==> src/hw/rtl/utility_transaction_parser_twu_top_defines.svh <==
// Assertion macros for the transaction parser
`ifndef UTILITY_TRANSACTION_PARSER_TWU_TOP_DEFINES_SVH
`define UTILITY_TRANSACTION_PARSER_TWU_TOP_DEFINES_SVH
`ifndef SYNTHESIS
`define TWU_ASSERT(lbl, clk, rst_n, prop) \
  lbl: assert property (@(posedge clk) disable iff (!rst_n) prop) \
    else $error("twu assertion failed");
`define TWU_NEVER(lbl, clk, rst_n, expr) \
  lbl: assert property (@(posedge clk) disable iff (!rst_n) !(expr)) \
    else $error("twu forbidden condition");
`else
`define TWU_ASSERT(lbl, clk, rst_n, prop)
`define TWU_NEVER(lbl, clk, rst_n, expr)
`endif
`endif

==> src/hw/rtl/twu_pkg.sv <==
// Shared types and constants of the transaction parser
package twu_pkg;
  localparam logic [7:0] CH_COLON = 8'h3A;
  localparam logic [7:0] CH_NL    = 8'h0A;
  localparam logic [7:0] CH_ZERO  = 8'h30;
  localparam logic [7:0] CH_NINE  = 8'h39;
  localparam logic [7:0] SEP_RESET = 8'h20;

  localparam logic [2:0] ST_OK       = 3'd0;
  localparam logic [2:0] ST_MISMATCH = 3'd1;
  localparam logic [2:0] ST_BADNUM   = 3'd2;
  localparam logic [2:0] ST_RANGE    = 3'd3;
  localparam logic [2:0] ST_TOOMANY  = 3'd4;

  localparam logic [1:0] MODE_ITEMS = 2'd0;
  localparam logic [1:0] MODE_TOTAL = 2'd1;
  localparam logic [1:0] MODE_UTILS = 2'd2;

  localparam logic KIND_TXN  = 1'b0;
  localparam logic KIND_READ = 1'b1;
  localparam logic OP_BYTE   = 1'b0;

  localparam logic [31:0] OVF_LIMIT = 32'd429496729;

  typedef struct packed {
    logic byte_go;
    logic rd_go;
    logic rd_load;
    logic clr_step;
    logic cm_buf_rd;
    logic cm_tab_rd;
    logic cm_wr;
  } cmd_t;

  typedef struct packed {
    logic clr_last;
    logic commit;
    logic walk_last;
    logic out_full;
  } stat_t;
endpackage

==> src/hw/rtl/twu_ctrl.sv <==
// Controller state machine: clear sweep, reads, line-end table walk
`include "utility_transaction_parser_twu_top_defines.svh"
module twu_ctrl
  import twu_pkg::*;
(
  input  logic  clk,
  input  logic  rst_n,
  input  logic  in_tvalid,
  input  logic  in_opcode,
  input  logic  out_tready,
  input  stat_t stat,
  output logic  in_tready,
  output cmd_t  cmd
);
  localparam logic [2:0] S_CLEAR = 3'd0;
  localparam logic [2:0] S_IDLE  = 3'd1;
  localparam logic [2:0] S_RD    = 3'd2;
  localparam logic [2:0] S_CB    = 3'd3;
  localparam logic [2:0] S_CT    = 3'd4;
  localparam logic [2:0] S_CW    = 3'd5;

  logic [2:0] state_r, state_nxt;
  logic       acc;

  assign in_tready = (state_r == S_IDLE) && (!stat.out_full || out_tready);
  assign acc = in_tvalid && in_tready;

  always_comb begin
    state_nxt = state_r;
    cmd = '0;
    case (state_r)
      S_CLEAR: begin
        cmd.clr_step = 1'b1;
        if (stat.clr_last) state_nxt = S_IDLE;
      end
      S_IDLE: begin
        if (acc) begin
          if (in_opcode == OP_BYTE) begin
            cmd.byte_go = 1'b1;
            if (stat.commit) state_nxt = S_CB;
          end else begin
            cmd.rd_go = 1'b1;
            state_nxt = S_RD;
          end
        end
      end
      S_RD: begin
        cmd.rd_load = 1'b1;
        state_nxt = S_IDLE;
      end
      S_CB: begin
        cmd.cm_buf_rd = 1'b1;
        state_nxt = S_CT;
      end
      S_CT: begin
        cmd.cm_tab_rd = 1'b1;
        state_nxt = S_CW;
      end
      S_CW: begin
        cmd.cm_wr = 1'b1;
        state_nxt = stat.walk_last ? S_IDLE : S_CB;
      end
      default: state_nxt = S_IDLE;
    endcase
  end

  always_ff @(posedge clk) begin
    if (!rst_n) begin
      state_r <= S_CLEAR;
    end else begin
      state_r <= state_nxt;
    end
  end

  `TWU_ASSERT(a_rd_one_cycle, clk, rst_n, (state_r == S_RD) |=> (state_r == S_IDLE))
  `TWU_ASSERT(a_walk_loops, clk, rst_n,
    (state_r == S_CW && !stat.walk_last) |=> (state_r == S_CB))
endmodule

==> config.mk <==
export PLATFORM = sky130hd
export DESIGN_NAME = twu_ctrl
export DESIGN_NICKNAME = d
export VERILOG_FILES = /design/src/hw/rtl/twu_pkg.sv /design/src/hw/rtl/twu_ctrl.sv
export VERILOG_INCLUDE_DIRS = /design/src /design/src/hw/rtl
export SDC_FILE = /design/constraint.sdc
export NUM_CORES = 1
export LEC_CHECK = 0
export ABC_AREA = 0
export ABC_CLOCK_PERIOD_IN_PS = 1100
export BUFFER_PORTS_ARGS = -buffer_cell sky130_fd_sc_hd__buf_2
export CAP_MARGIN = 30
export CELL_PAD_IN_SITES_DETAIL_PLACEMENT = 1
export CELL_PAD_IN_SITES_GLOBAL_PLACEMENT = 2
export CORE_UTILIZATION = 16
export CTS_BUF_LIST = sky130_fd_sc_hd__clkbuf_4 sky130_fd_sc_hd__clkbuf_8
export DETAILED_ROUTE_END_ITERATION = 16
export HOLD_SLACK_MARGIN = 0.08
export PLACE_DENSITY = 0.82
export SETUP_SLACK_MARGIN = 0.5
export SKIP_LAST_GASP = 1
export SLEW_MARGIN = 20
export SYNTH_ARGS = -nofsm -noshare
export SYNTH_HDL_FRONTEND = slang
export SYNTH_SLANG_ARGS = --single-unit
==> constraint.sdc <==
create_clock -name clk -period 1.1 [get_ports clk]
set_input_delay 0.11 -clock clk [delete_from_list [all_inputs] [get_ports clk]]
set_output_delay 0.11 -clock clk [all_outputs]
set_load 0.01 [all_outputs]
==> results by group <==
Clock tree
  • CTS Root Buffer Type: clkbuf_4
  • Latest clock arrival within the worst-skew pair: 0.23 ns
  • Clk sinks: 3
  • H-tree levels: 1
  • Max Buffers Root-to-Sink: 2
  • CTS tree: done
  • Clock buffer count from CTS: 3
  • Clock-pin slew on the worst setup and hold paths: 0.04 ns

Setup path
  • Worst-path cell chain: nor2b_4, nand3_2, nor3b_2, buf_2
  • CP max FO: 3
  • Largest stage delay, worst path: 0.34 ns
  • RR Endpoint: state_r[0]
  • Crit-path slowest cell: dfxtp_4
  • RR Startpoint: state_r[0]
  • CP required: 0.99 ns
  • Worst Reg-to-Reg Cells: 5
  • CP Capture Type: output port
  • Flop2flop setup slack: 0.02 ns
  • Critical path arrival: 1.14 ns
  • Crit start category: register
  • Setup CP Type: register to output port

Cells and area
  • Antenna diodes: 0
  • Largest reg by FF count: state_r
  • Top flop regs: state_r x3
  • Share of post-route cells with drive strength above 1: 79.2%
  • Nets: 63
  • Layout Cells excl Fill: 67
  • Area grow syn2layout: 119%
  • Largest register FFs: 3

Yosys
  • Most instantiated cells after synthesis: 3 x dfxtp_1, 3 x nor3b_1, 2 x nand2_1, 2 x nand2b_1, 2 x nor3_1
  • Syn nets: 34
  • Synth top area share: 28.2%
  • Mux contribution to synthesized area: 0%
  • Main combinational cell family by area after synthesis: simple AND/OR/NAND/NOR gates
  • Post-synthesis compound-gate area fraction: 12.4%
  • Post-synthesis cell type count: 18
  • Syn Std Cell Area: 213 um^2
  • Post-Synth Adder-Cell Area: 0%
  • Synth Register Bits: 3
  • Synth Flop Type: dfxtp_1
  • Synth top area cells: dfxtp_1 28%, nor3b_1 11%, nor2b_4 6.5%
  • Syn_area_per_cell: 8.51 um^2
  • Ys async rst share: 0%
  • Sequential share of the synthesized area: 28.2%
  • Post-Synth XOR/XNOR Area: 0%
  • Synth warnings: 0
  • Synth Instances: 25
  • Post-synthesis simple-gate area fraction: 59.4%
  • Area leader, netlist: dfxtp_1
  • EDFF count, synth: 0

Detailed routing
  • Via/cell ratio: 4.55
  • Vias: 305
  • Drt pass-1 iters: 4
  • # DRC: 0
  • Total Routed Length: 806 um
  • Wirelength per Cell: 12.0 um
  • Initial DRC Count: 4
  • Post-DRT Antenna Nets: 0

Place
  • GPL Wtd Cong: 0.667
  • PortBufs: 16
  • DP Wirelength: 566 um
  • Dpl cells: 57

GRT
  • Number of global-route vias before repair: 282
  • GR Util All Layers: 12.1%
  • Initial antenna violation count: 0
  • Wire length of the first global-routing pass: 1140 um
  • Largest net degree at the start of global routing: 10
  • GR Overflow Total: 0

Die
  • Num ports: 17
  • Core footprint: 0.00117 mm^2
  • Initial Util: 18.2%
  • Die width: 38.5 um
  • Die height: 38.5 um
  • Site Rows: 12
  • DIE AREA: 0.00148 mm^2

Min path
  • Hold Crit Class: primary input to register
  • Hold path endpoint: state_r[2]
  • Hold_sp: rst_n
  • Hold Path Depth: 2

Pwr
  • Total power draw: 0.000475 W
  • Power Density: 1020 mW/mm^2
  • Worst VDD drop: 0.372 mV
  • LEAKAGE: 0.228 nW

Timing
  • Crit share post-route: 114%
  • RSZ-0062 raised after global routing: true
  • Max Freq: 799 MHz
  • Final setup margin: -0.151 ns
  • Worst-margin pin slew: 0.194 ns
  • Slew Limit Fails: 0
  • Setup total negative slack: -0.920 ns
  • Hold slack: 0.137 ns
  • Fin. Hold Viols: 0
  • Skew final: 0.00135 ns
  • Tmin final: 1.25 ns
  • Relative slew margins: 87.0%
  • Setup violations, final: 8

Run status
  • Violated checks: negative setup slack
  • Status: complete, but fails checks

Job
  • Max-Cap Viols: 0
## repair_timing
item / 4_1_cts / 5_1_grt
endpoints found under the hold margin: 0 / 0
resized for setup: 3 / 4
hold buffers: 0 / 0
setup buffers: 3 / 3
pin swaps: 3 / 3
setup endpoints to repair: 11 / 11
## per-stage QoR
stage                     setup slack, ns  util, %  cell area [um^2]
after floorplan                     0.102        -               246
after global placement             0.0703     30.7               359
after detailed placement           0.0602     30.7               359
after CTS                          -0.160     36.4               427
after global routing               -0.241     39.7               465
final                              -0.151     39.7               465
## worst max-delay path by stage
stage / from / end / slack, ns
floorplan: state_r[0] / state_r[0] / 0.10
global route: state_r[0] / cmd[5] / -0.24
finish: state_r[0] / cmd[5] / -0.15
global placement: state_r[0] / state_r[0] / 0.07
CTS: state_r[0] / cmd[5] / -0.16
detailed placement: state_r[0] / state_r[0] / 0.06
## cells by family after synthesis
logic type       count (synthesis)
AND/OR/NAND/NOR                 18
AO/OA/AOI/OAI                    4
flip-flops                       3
## power by group
part | internal [W] | total, W | switching [W]
registers | 0.000113 | 0.000122 | 0.00000912
logic | 0.0000760 | 0.000131 | 0.0000554
clock network | 0.000161 | 0.000223 | 0.0000617
total | 0.000349 | 0.000475 | 0.000126
## final cells by class
class	instances	area, um^2
fill	149	706
multi-input combinational	22	186
timing repair buffer	24	160
sequential	3	71.3
clock buffer	4	30.0
tap	14	17.5
## critical path: cells and delay by family, from the launching register on
family | cells | cell delay (ns)
flip-flops | 1 | 0.34
AND/OR/NAND/NOR | 3 | 0.42
buffers and inverters | 1 | 0.15
## metal layers
layer | GRT usage (%) | part of all wire [%] | vias to the layer above
li1 | - | - | 149
met1 | 12.5 | 42 | 139
met2 | 21.2 | 52 | 17
met3 | 3.49 | 6.0 | 0
met4 | 7.76 | 0 | 0
met5 | 0 | 0 | -
## layout by cell type (no fill, tap or decap), drive strengths merged
| cell type | count |
|---|---|
| buf | 24 |
| clkbuf | 4 |
| nor3b | 3 |
| dfxtp | 3 |
| nand2b | 2 |
| nand2 | 2 |
| nor3 | 2 |
| and3b | 1 |
| nor2b | 1 |
| nor2 | 1 |
| nand3 | 1 |
| and2 | 1 |
| o2111ai | 1 |
| and2b | 1 |
| o21ai | 1 |
| nand3b | 1 |
| a21oi | 1 |
| nand4 | 1 |
| and4b | 1 |
| o21a | 1 |
(Power assumes the default switching activity.)
